==> config.mk <==
export PLATFORM = sky130hd
export DESIGN_NAME = varint_length_frame_parser_core
export DESIGN_NICKNAME = d
export VERILOG_FILES = /design/src/sv/vlfp_pkg.sv /design/src/sv/vlfp_out_buf.sv /design/src/sv/varint_length_frame_parser_core.sv
export SDC_FILE = /design/constraint.sdc
export NUM_CORES = 1
export LEC_CHECK = 0
export ABC_AREA = 1
export ABC_CLOCK_PERIOD_IN_PS = 5370
export BUFFER_PORTS_ARGS = -buffer_cell sky130_fd_sc_hd__clkbuf_2
export CELL_PAD_IN_SITES_DETAIL_PLACEMENT = 1
export CELL_PAD_IN_SITES_GLOBAL_PLACEMENT = 2
export CORE_UTILIZATION = 33
export DETAILED_ROUTE_END_ITERATION = 10
export GPL_TIMING_DRIVEN = 0
export HOLD_SLACK_MARGIN = 0.05
export PLACE_DENSITY_LB_ADDON = 0.1
export SLEW_MARGIN = 0
export SYNTH_ARGS = -nofsm -noshare
export SYNTH_HDL_FRONTEND = slang
export SYNTH_SLANG_ARGS = --single-unit
==> constraint.sdc <==
create_clock -name clk -period 5.37 [get_ports clk]
set_input_delay 1.074 -clock clk [delete_from_list [all_inputs] [get_ports clk]]
set_output_delay 1.074 -clock clk [all_outputs]
set_load 0.02 [all_outputs]
==> src/sv/vlfp_pkg.sv <==
// shared types and constants of the varint length frame parser
package vlfp_pkg;

  localparam int LENGTH_BITS_DEFAULT = 24;
  localparam int CFG_W = 24;
  localparam logic [CFG_W-1:0] MAX_PAYLOAD_RESET = 24'd65536;
  localparam logic [3:0] VARINT_MAX_BYTES = 4'd10;
  localparam int BYTE_W = 8;
  localparam int LEN_OUT_W = 24;

  typedef enum logic [2:0] {
    PH_LENGTH  = 3'b001,
    PH_TYPE    = 3'b010,
    PH_PAYLOAD = 3'b100
  } phase_t;

  typedef enum logic [1:0] {
    FAULT_NONE   = 2'd0,
    FAULT_VARINT = 2'd1,
    FAULT_LIMIT  = 2'd2
  } fault_t;

  typedef struct packed {
    logic [LEN_OUT_W-1:0] payload_length;
    logic [BYTE_W-1:0]    message_type;
    logic [BYTE_W-1:0]    payload_byte;
    logic                 first_of_message;
    logic                 last_of_message;
    logic                 empty_message;
    fault_t               fault_code;
  } res_t;

endpackage

==> src/sv/vlfp_out_buf.sv <==
// two-entry output register with skid stage for result beats
module vlfp_out_buf (
  input  logic          clk,
  input  logic          rst,
  input  logic          push,
  input  vlfp_pkg::res_t push_data,
  output logic          space,
  output logic          out_valid,
  input  logic          out_ready,
  output vlfp_pkg::res_t out_data
);

  logic           skid_valid;
  vlfp_pkg::res_t skid_data;
  logic           pop;

  assign pop   = out_valid && out_ready;
  assign space = !skid_valid;

  always_ff @(posedge clk) begin
    if (rst) begin
      out_valid  <= 1'b0;
      skid_valid <= 1'b0;
    end else if (skid_valid) begin
      if (pop) begin
        out_data   <= skid_data;
        skid_valid <= 1'b0;
      end
    end else if (push) begin
      if (!out_valid || pop) begin
        out_data  <= push_data;
        out_valid <= 1'b1;
      end else begin
        skid_data  <= push_data;
        skid_valid <= 1'b1;
      end
    end else if (pop) begin
      out_valid <= 1'b0;
    end
  end

endmodule

==> src/sv/varint_length_frame_parser_core.sv <==
// top level of the varint length frame parser
// Parses a framed byte stream: each message is an unsigned LEB128 length
// (type byte plus payload), a type byte, then the payload. One stream byte is
// taken every clock while the skid stage is empty, and the parse state is
// registered. Each result beat is registered in the output register, or in
// the skid stage when that register is held, so s_axis_tready comes from a
// flop and stays high as long as the sink drains. Faults (varint over ten
// bytes, zero or over-limit length) give one fault beat, then all input
// bytes are swallowed until reset.
module varint_length_frame_parser_core #(
  parameter int LENGTH_BITS = vlfp_pkg::LENGTH_BITS_DEFAULT
) (
  input  logic        clk,
  input  logic        rst,
  input  logic        s_axis_tvalid,
  output logic        s_axis_tready,
  input  logic [7:0]  s_axis_tdata,   // stream_byte
  output logic        m_axis_tvalid,
  input  logic        m_axis_tready,
  output logic [39:0] m_axis_tdata,   // payload_byte, message_type, payload_length
  output logic        m_axis_tlast,   // last_of_message
  output logic [3:0]  m_axis_tuser,   // first_of_message, empty_message, fault_code
  input  logic        cfg_we,
  input  logic [23:0] cfg_wdata       // max_payload
);

  localparam int ACC_W = LENGTH_BITS + 1;
  localparam int SH_W  = ACC_W + 7;
  localparam int CMP_W = (ACC_W > vlfp_pkg::CFG_W + 1) ? ACC_W : vlfp_pkg::CFG_W + 1;
  localparam logic [CMP_W-1:0] CAP = CMP_W'((64'd1 << LENGTH_BITS) - 64'd1);

  vlfp_pkg::phase_t          phase, phase_next;
  logic [ACC_W-1:0]          accum, accum_next;
  logic                      overflow, overflow_next;
  logic [3:0]                count, count_next;
  logic [LENGTH_BITS-1:0]    remaining, remaining_next;
  logic [7:0]                held_type, held_type_next;
  logic                      sticky, sticky_next;
  logic [vlfp_pkg::CFG_W-1:0] max_payload;

  logic                      accept;
  logic                      emit;
  vlfp_pkg::res_t            res;
  vlfp_pkg::res_t            out_res;
  logic                      space;

  logic [6:0]                shift;
  logic [SH_W-1:0]           shifted;
  logic [ACC_W-1:0]          acc_upd;
  logic                      ovf_upd;
  logic [CMP_W-1:0]          limit;
  logic [CMP_W-1:0]          acc_ext;
  logic [CMP_W-1:0]          len_ext;

  assign s_axis_tready = space;
  assign accept        = s_axis_tvalid && s_axis_tready;

  // varint digit placement
  assign shift   = 7'(count) * 7'd7;
  assign shifted = SH_W'(s_axis_tdata[6:0]) << shift;

  always_comb begin
    if (shift >= 7'(ACC_W)) begin
      acc_upd = accum;
      ovf_upd = overflow || (s_axis_tdata[6:0] != 7'd0);
    end else begin
      acc_upd = accum | shifted[ACC_W-1:0];
      ovf_upd = overflow || (shifted[SH_W-1:ACC_W] != 7'd0);
    end
  end

  assign limit   = (CMP_W'(max_payload) > CAP) ? CAP : CMP_W'(max_payload);
  assign acc_ext = CMP_W'(acc_upd);
  assign len_ext = CMP_W'(accum);

  always_comb begin
    phase_next     = phase;
    accum_next     = accum;
    overflow_next  = overflow;
    count_next     = count;
    remaining_next = remaining;
    held_type_next = held_type;
    sticky_next    = sticky;
    emit           = 1'b0;
    res            = '0;
    res.fault_code = vlfp_pkg::FAULT_NONE;
    if (accept && !sticky) begin
      case (phase)
        vlfp_pkg::PH_TYPE: begin
          held_type_next = s_axis_tdata;
          if (accum == '0) begin
            emit                 = 1'b1;
            res.message_type     = s_axis_tdata;
            res.first_of_message = 1'b1;
            res.last_of_message  = 1'b1;
            res.empty_message    = 1'b1;
            phase_next           = vlfp_pkg::PH_LENGTH;
            accum_next           = '0;
            overflow_next        = 1'b0;
            count_next           = '0;
          end else begin
            remaining_next = accum[LENGTH_BITS-1:0];
            phase_next     = vlfp_pkg::PH_PAYLOAD;
          end
        end
        vlfp_pkg::PH_PAYLOAD: begin
          emit                 = 1'b1;
          res.payload_byte     = s_axis_tdata;
          res.message_type     = held_type;
          res.payload_length   = len_ext[vlfp_pkg::LEN_OUT_W-1:0];
          res.first_of_message = (ACC_W'(remaining) == accum);
          res.last_of_message  = (remaining <= LENGTH_BITS'(1));
          if (remaining <= LENGTH_BITS'(1)) begin
            remaining_next = '0;
            phase_next     = vlfp_pkg::PH_LENGTH;
            accum_next     = '0;
            overflow_next  = 1'b0;
            count_next     = '0;
          end else begin
            remaining_next = remaining - LENGTH_BITS'(1);
          end
        end
        default: begin
          phase_next = vlfp_pkg::PH_LENGTH;
          if (count >= vlfp_pkg::VARINT_MAX_BYTES) begin
            emit           = 1'b1;
            res.fault_code = vlfp_pkg::FAULT_VARINT;
            sticky_next    = 1'b1;
            accum_next     = '0;
            overflow_next  = 1'b0;
            count_next     = '0;
          end else if (s_axis_tdata[7]) begin
            accum_next    = acc_upd;
            overflow_next = ovf_upd;
            count_next    = count + 4'd1;
          end else if (ovf_upd || acc_upd == '0 || acc_ext > limit + CMP_W'(1)) begin
            emit           = 1'b1;
            res.fault_code = vlfp_pkg::FAULT_LIMIT;
            sticky_next    = 1'b1;
            accum_next     = '0;
            overflow_next  = 1'b0;
            count_next     = '0;
          end else begin
            accum_next    = acc_upd - ACC_W'(1);
            overflow_next = ovf_upd;
            count_next    = '0;
            phase_next    = vlfp_pkg::PH_TYPE;
          end
        end
      endcase
    end
  end

  always_ff @(posedge clk) begin
    if (rst) begin
      phase       <= vlfp_pkg::PH_LENGTH;
      accum       <= '0;
      overflow    <= 1'b0;
      count       <= '0;
      remaining   <= '0;
      held_type   <= '0;
      sticky      <= 1'b0;
      max_payload <= vlfp_pkg::MAX_PAYLOAD_RESET;
    end else begin
      phase     <= phase_next;
      accum     <= accum_next;
      overflow  <= overflow_next;
      count     <= count_next;
      remaining <= remaining_next;
      held_type <= held_type_next;
      sticky    <= sticky_next;
      if (cfg_we) begin
        max_payload <= cfg_wdata;
      end
    end
  end

  vlfp_out_buf u_out_buf (
    .clk       (clk),
    .rst       (rst),
    .push      (emit),
    .push_data (res),
    .space     (space),
    .out_valid (m_axis_tvalid),
    .out_ready (m_axis_tready),
    .out_data  (out_res)
  );

  assign m_axis_tdata = {out_res.payload_length, out_res.message_type, out_res.payload_byte};
  assign m_axis_tlast = out_res.last_of_message;
  assign m_axis_tuser = {out_res.fault_code, out_res.empty_message, out_res.first_of_message};

endmodule

==> results.py, run 1 <==
metrics = {
    "outcome": {
        "status": "completed",
    },
    "finish": {
        "final_cells": 1737,
        "finalNetCount": 1403,
        "layout-drive-gt1-share_pct": 14.6,
        "seqCellArea_mm2": 0.00454,
        "antenna_cells": 0,
        "fillCellCount": 3603,
        "area_growth_pct": 16.6,
        "multiInputGateArea_mm2": 0.00476,
    },
    "worst_setup_path": {
        "path_max_fanout": 25,
        "reg2reg_slack_ns": 0.66,
        "path_class": "reg -> reg",
        "cp-start-kind": "register",
        "worstRegToRegCells": 25,
        "crit_path_end_kind": "register",
        "cpMostUsedCell": "nand2_1",
        "worstPathRequired_ns": 5.52,
        "slowest_delay_ns": 0.49,
        "cpMaxStageDelayCell": "nor2_4",
        "cp.arrival_ns": 4.86,
    },
    "synthesis": {
        "synth_compound_area_share_pct": 15.8,
        "synth_top_family_by_area": "simple AND/OR/NAND/NOR gates",
        "ys_seq_area_share_pct": 45.5,
        "synth_top_cell_area_share_pct": 27.1,
        "synth_warnings": 0,
        "syn-num-nets": 1290,
        "synth_xor_area_share_pct": 5.08,
        "synthMuxAreaShare_pct": 0,
        "synth_top_cell_by_area": "edfxtp_1",
        "async_reset_ff_share_pct": 0,
        "synth-simple-area-share_pct": 22.5,
        "synth_area_mm2": 0.00999,
        "synthTopCellsByArea": "edfxtp_1 27%, dfxtp_1 18%, nand2_1 8.2%",
        "ys_ff_latch": 182,
        "ys.flop_type": "dfxtp_1",
        "synth_cells": 1221,
        "synth-edff-count": 90,
        "ys_types": 49,
        "synthAdderAreaFrac_pct": 4.01,
        "postSynthAreaPerCell_um2": 8.18,
    },
    "floorplan": {
        "initial_utilization_pct": 33.6,
        "core-area_mm2": 0.0297,
        "io_pins": 84,
        "die_y_um": 176,
        "fp-row-count": 63,
        "dieArea_mm2": 0.0310,
        "die_w_um": 176,
    },
    "clocking": {
        "holdBufCountCts": 0,
        "clk_pin_slew_ns": 0.08,
        "insertion_delay_ns": 0.45,
        "cts_tree": "done",
        "cts_buffers": 17,
        "cts_resized": 0,
        "h-tree-depth": 4,
        "cts_root_buffer": "clkbuf_16",
        "cts_sinks": 182,
        "cts_buffer_depth": 2,
        "cts_setup_buffers": 0,
    },
    "route": {
        "drc": 0,
        "drtIter0Drc": 531,
        "postRouteAntennaNets": 0,
        "via_per_inst": 5.01,
        "wl_um": 33100,
        "dr.pass1.iters": 4,
        "vias": 8702,
        "post_drt_wl_per_cell_um": 19.0,
    },
    "timing": {
        "worst_slew_pin_slew_ns": 0.816,
        "post-route-period-util_pct": 87.7,
        "fmax_mhz": 212,
        "period_minus_slack_ns": 4.71,
        "rsz0062_at_grt": "no",
        "finalHoldViolations": 0,
        "relSlewSlack_pct": 45.6,
        "clock_skew_ns": 0.0173,
        "drv_slew": 0,
        "setup_viol": 0,
        "layout_setup_ws_ns": 0.661,
    },
    "placement": {
        "gp_congestion": 0.925,
        "port_buffers": 82,
        "hpwl_um": 26500,
        "dp_cells": 1695,
        "dp_slack_ns": 0.397,
    },
    "pwr": {
        "p_int_uw": 2340,
        "p_sw_share_pct": 31.6,
        "p_seq_share_pct": 44.6,
        "finalPower_uw": 3420,
        "clock_power_share_pct": 38.3,
        "power.leakage_uw": 0.00469,
        "irDropWorstVdd_uv": 191,
        "comb_power_share_pct": 17.2,
        "power_density_mw_per_mm2": 294,
        "p_sw_uw": 1080,
    },
    "grt": {
        "grtUsageTotal_pct": 22.1,
        "grt_pass1_vias": 8740,
        "antenna_found_initial": 0,
        "grt_pass1_wl_um": 51400,
        "grt_start_max_net_pins": 28,
        "gr-total-overflow": 0,
    },
    "min_path": {
        "min_path_cells": 2,
        "hold_path_class": "reg -> reg",
    },
    "job": {
        "drv_cap": 0,
    },
}
-- worst max-delay path: cells and delay by family (launching register included) --
family / cells / cell delay (ns)
simple gates: 21 / 3.14
fa+ha+maj: 2 / 0.49
buf+inv: 1 / 0.24
flops: 1 / 0.36
xor+xnor: 1 / 0.16
-- through the flow --
step / area (um2) / hold WS (ns) / utilization, % / setup TNS (ns)
2_1_floorplan: 9990 / 0.426 / - / 0
3_3_place_gp: 10900 / 0.443 / 36.7 / -88.48
3_5_place_dp: 11000 / 0.452 / 36.9 / 0
4_1_cts: 11600 / 0.465 / 38.9 / 0
5_1_grt: 11600 / 0.479 / 39.2 / 0
6_report: 11600 / 0.460 / 39.2 / 0
-- power groups by stage --
| stage | combinational, uW | clock (uW) | sequential, uW |
|---|---|---|---|
| 6_report | 588 | 1310 | 1520 |
| 5_1_grt | 656 | 1400 | 1530 |
| 4_1_cts | 588 | 1340 | 1520 |
| 3_5_place_dp | 585 | 0 | 1560 |
| 3_3_place_gp | 573 | 0 | 1560 |
| 2_1_floorplan | 393 | 0 | 1550 |
-- cell usage in the layout, fill, tap and decap left out, drive strengths merged --
cell type and instances:
xnor2 13, and3b 1, o31ai 2, ha 32, xor2 45, nand4 26, o221ai 2, a21oi 58
nor4 5, or4 1, clkbuf 131, o2111ai 4, bufinv 1, a21o 1, nand2 226, nor3b 2
inv 146, nor3 24, o211ai 7, dfxtp 92, buf 21, a41oi 1, clkinv 7, nor2 171
o21a 2, o21bai 3, a211oi 14, o21ai 150, nand3 45, edfxtp 90, o22ai 21, a31oi 1
or2 2
-- cell type report --
class | count | area share (%)
Tap cell | 390 | 4.19
Clock buffer | 17 | 3.65
Clock inverter | 15 | 1.54
Multi-Input combinational cell | 859 | 40.9
Sequential cell | 182 | 39.0
Inverter | 139 | 4.48
Timing Repair Buffer | 93 | 4.62
Buffer | 42 | 1.61
-- registers in the layout, indices dropped and copies added, names as in the netlist --
name and flops:
u_out_buf.out_data 45, u_out_buf.skid_data 45, accum 25, max_payload 24
remaining 24, held_type 8, count 4, phase 3
overflow 1, sticky 1, u_out_buf.out_valid 1, u_out_buf.skid_valid 1
-- cell usage after synthesis, types with 10 or more instances --
cell / instances
nand2_1: 219
nor2_1: 157
inv_1: 135
o21ai_0: 115
dfxtp_1: 92
edfxtp_1: 90
a21oi_1: 58
xor2_1: 45
nand3_1: 42
clkbuf_1: 32
ha_1: 32
nand4_1: 24
o21ai_2: 22
o22ai_1: 21
nor3_1: 20
a211oi_1: 14
xnor2_1: 13
o21ai_1: 10
-- layer usage --
metal	share of wire (%)	wire, um	GRT usage (%)	up-vias
li1	-	-	-	4340
met5	0	0	0	-
met4	3.4	1120	9.06	0
met2	48	15900	37.4	157
met3	3.1	1010	3.45	56
met1	45	15000	28.0	4149
-- cell families (layout without fill, tap and decap cells) --
logic type	Yosys count	after routing
simple gates	502	503
compound gates	266	266
flops	182	182
buf+inv	181	306
xor+xnor	58	58
fa+ha+maj	32	32
-- final timing paths --
| path | from | endpoint |
|---|---|---|
| min reg2reg | sticky | sticky |
| min | sticky | sticky |
| max reg2reg | max_payload[1] | u_out_buf.skid_data[32] |
| max | max_payload[1] | u_out_buf.skid_data[32] |
No activity file was read; power rests on OpenSTA's default activity.
==> inputs of run 2 (changes only) <==
--- a/config.mk
+++ b/config.mk
@@ -9,8 +9,8 @@
 export ABC_CLOCK_PERIOD_IN_PS = 5370
 export BUFFER_PORTS_ARGS = -buffer_cell sky130_fd_sc_hd__clkbuf_2
 export CELL_PAD_IN_SITES_DETAIL_PLACEMENT = 1
-export CELL_PAD_IN_SITES_GLOBAL_PLACEMENT = 2
-export CORE_UTILIZATION = 33
+export CELL_PAD_IN_SITES_GLOBAL_PLACEMENT = 1
+export CORE_UTILIZATION = 41
 export DETAILED_ROUTE_END_ITERATION = 10
 export GPL_TIMING_DRIVEN = 0
 export HOLD_SLACK_MARGIN = 0.05
==> run 2 against run 1 <==
Maximum frequency shrank 0.94%; setup slack worse by 0.045 ns; via count grew 1.9%; total power about the same; first-iteration DRC count increased by 14%; core utilization increased by 9.3 points; critical path depth fell by 1; clock skew is 0.0034 ns lower; combinational power is 1% lower; final cell count shrank 4.7%; flip-flop and latch count unchanged; critical endpoint is now u_out_buf.out_data[32]; global-route usage up 4.0 points; highest routed layer unchanged.
==> results.py, run 2 (same netlist as run 1, synthesis figures left out) <==
metrics = {
    "worst_setup_path": {
        "cpMaxStageDelayCell": "a21oi_4",
        "worstReg2RegStart": "max_payload[1]",
        "path_cells": "ha_1 > nand3_1 > nor2_1 > nand2_1 > nor2_1 > nand3_1 > nor2_1 > nand3_1 > nor4_1 > xor2_1 > ha_1 > nand2_1 > nor2_1 > nand2_1 > nor2_1 > nand2_1 > nand3_1 > nand2_1 > nand3_2 > nand2_2 > nand3_1 > nand3_1 > a21oi_4 > buf_16",
        "cp_top_family": "simple AND/OR/NAND/NOR gates",
        "r2r_end": "u_out_buf.out_data[32]",
        "critical_path_buf_inv_count": 1,
        "path_max_fanout": 27,
        "path_class": "reg -> reg",
        "cp-start-kind": "register",
        "cpMostUsedCell": "nand3_1",
        "cp.arrival_ns": 4.90,
        "worstPathRequired_ns": 5.52,
        "worstRegToRegCells": 24,
        "reg2reg_slack_ns": 0.62,
        "crit_path_end_kind": "register",
        "slowest_delay_ns": 0.64,
    },
    "placement": {
        "gp_congestion": 0.911,
        "port_buffers": 82,
        "hpwl_um": 24500,
        "dp_cells": 1624,
        "place_area_mm2": 0.0109,
    },
    "pwr": {
        "irDropWorstVdd_uv": 203,
        "p_seq_share_pct": 44.5,
        "p_int_uw": 2310,
        "clock_power_share_pct": 38.6,
        "power.leakage_uw": 0.00463,
        "p_sw_uw": 1110,
        "p_sw_share_pct": 32.5,
        "power_density_mw_per_mm2": 298,
        "comb_power_share_pct": 16.9,
    },
    "grt": {
        "grtUsageTotal_pct": 26.1,
        "gr-total-overflow": 0,
        "grt_start_max_net_pins": 28,
        "grt_pass1_wl_um": 48800,
        "grt_pass1_vias": 8711,
        "antenna_found_initial": 0,
    },
    "clocking": {
        "clk_pin_slew_ns": 0.09,
        "cts_resized": 0,
        "cts_buffers": 17,
        "holdBufCountCts": 0,
        "h-tree-depth": 4,
        "insertion_delay_ns": 0.44,
        "cts_sinks": 182,
        "cts_buffer_depth": 2,
        "cts_tree": "done",
        "cts_root_buffer": "clkbuf_16",
        "cts_setup_buffers": 0,
    },
    "min_path": {
        "min_path_cells": 2,
        "whs_endpoint": "accum[21]",
        "hold_path_class": "reg -> reg",
        "holdCritStartpoint": "accum[21]",
    },
    "route": {
        "via_per_inst": 5.35,
        "dr.pass1.iters": 5,
        "wl_um": 31400,
        "drc": 0,
        "postRouteAntennaNets": 0,
        "post_drt_wl_per_cell_um": 18.9,
        "drtIter0Drc": 605,
        "vias": 8865,
    },
    "finish": {
        "area_growth_pct": 15.0,
        "finalNetCount": 1393,
        "final_cell_mix": "219 x nand2_1, 156 x nor2_1, 135 x inv_1",
        "reg_top3": "u_out_buf.out_data: 45 flops, u_out_buf.skid_data: 45 flops, accum: 25 flops",
        "antenna_cells": 0,
        "final_cells": 1656,
        "final_common_cell": "nand2_1",
        "fin_area_mm2": 0.0115,
        "layout-drive-gt1-share_pct": 13.9,
    },
    "timing": {
        "fmax_mhz": 210,
        "relSlewSlack_pct": 39.9,
        "post-route-period-util_pct": 88.5,
        "hold_ws_ns": 0.465,
        "rsz0062_at_grt": "no",
        "period_minus_slack_ns": 4.75,
        "finalHoldViolations": 0,
        "worst_slew_pin_slew_ns": 0.901,
        "clock_skew_ns": 0.0140,
        "drv_slew": 0,
        "setup_viol": 0,
    },
    "floorplan": {
        "core-area_mm2": 0.0237,
        "die_w_um": 158,
        "die_y_um": 158,
        "io_pins": 84,
        "initial_utilization_pct": 42.2,
        "dieArea_mm2": 0.0250,
        "fp-row-count": 56,
    },
    "job": {
        "drv_cap": 0,
    },
    "outcome": {
        "status": "completed",
    },
}
run 2: changes by cell type in the layout (fill, tap and decap cells not counted):
cell        before  now
buf_4            8    0
inv_12           0    2
clkinvlp_4       0    1
clkinv_2         1    0
bufinv_16        1    0
nor2_2           6    5
buf_12           2    1
inv_8            6    4
clkinv_4         3    1
clkinv_8         2    5
run 2: worst reg2reg max path, delay by kind of cell, from the launching register on:
family | cells | cell delay (ns)
buffers and inverters | 1 | 0.26
AND/OR/NAND/NOR | 19 | 2.52
adder cells (fa/ha/maj) | 2 | 0.53
AO/OA/AOI/OAI | 1 | 0.64
flip-flops | 1 | 0.37
XOR/XNOR | 1 | 0.14
run 2: layout make-up:
class / instances / area, um2
fill: 2942 / 12200
multi-input combinational: 858 / 4760
sequential: 182 / 4540
inverter: 139 / 522
timing repair buffer: 84 / 458
clock buffer: 17 / 425
tap: 319 / 399
clock inverter: 15 / 193
buffer: 42 / 188
run 2: worst max-delay path by stage:
stage / start / end / depth (start not counted)
finish: max_payload[1] / u_out_buf.out_data[32] / 24
global route: max_payload[2] / u_out_buf.out_data[4] / 25
CTS: max_payload[1] / u_out_buf.out_data[36] / 24
detailed placement: max_payload[1] / u_out_buf.out_data[32] / 24
global placement: max_payload[1] / u_out_buf.skid_data[31] / 23
floorplan: max_payload[1] / u_out_buf.skid_data[0] / 24
run 2: metal layers:
layer  vias up  GRT usage [%]  share of wire [%]
met5         -              0                  0
met4         0           9.07                2.2
met3        39           4.02                5.4
met2       235           42.0                 46
met1      4279           35.5                 46
li1       4312              -                  -
run 2: stage by stage:
step / TNS (ns) / power (uW) / worst slack (ns) / utilization [%]
after floorplan: 0 / 1950 / 0.206 / -
after global placement: -66.26 / 2110 / -1.27 / 45.6
after detailed placement: 0 / 2120 / 0.606 / 45.9
after CTS: 0 / 3440 / 0.598 / 48.5
after global routing: 0 / 3560 / 0.129 / 48.5
final: 0 / 3420 / 0.616 / 48.5
run 2: power by group through the flow:
| stage | logic, uW | clock network [uW] | registers [uW] |
|---|---|---|---|
| detailed placement | 569 | 0 | 1550 |
| global route | 643 | 1390 | 1530 |
| CTS | 577 | 1340 | 1520 |
| floorplan | 393 | 0 | 1550 |
| finish | 580 | 1320 | 1520 |
| global placement | 554 | 0 | 1550 |
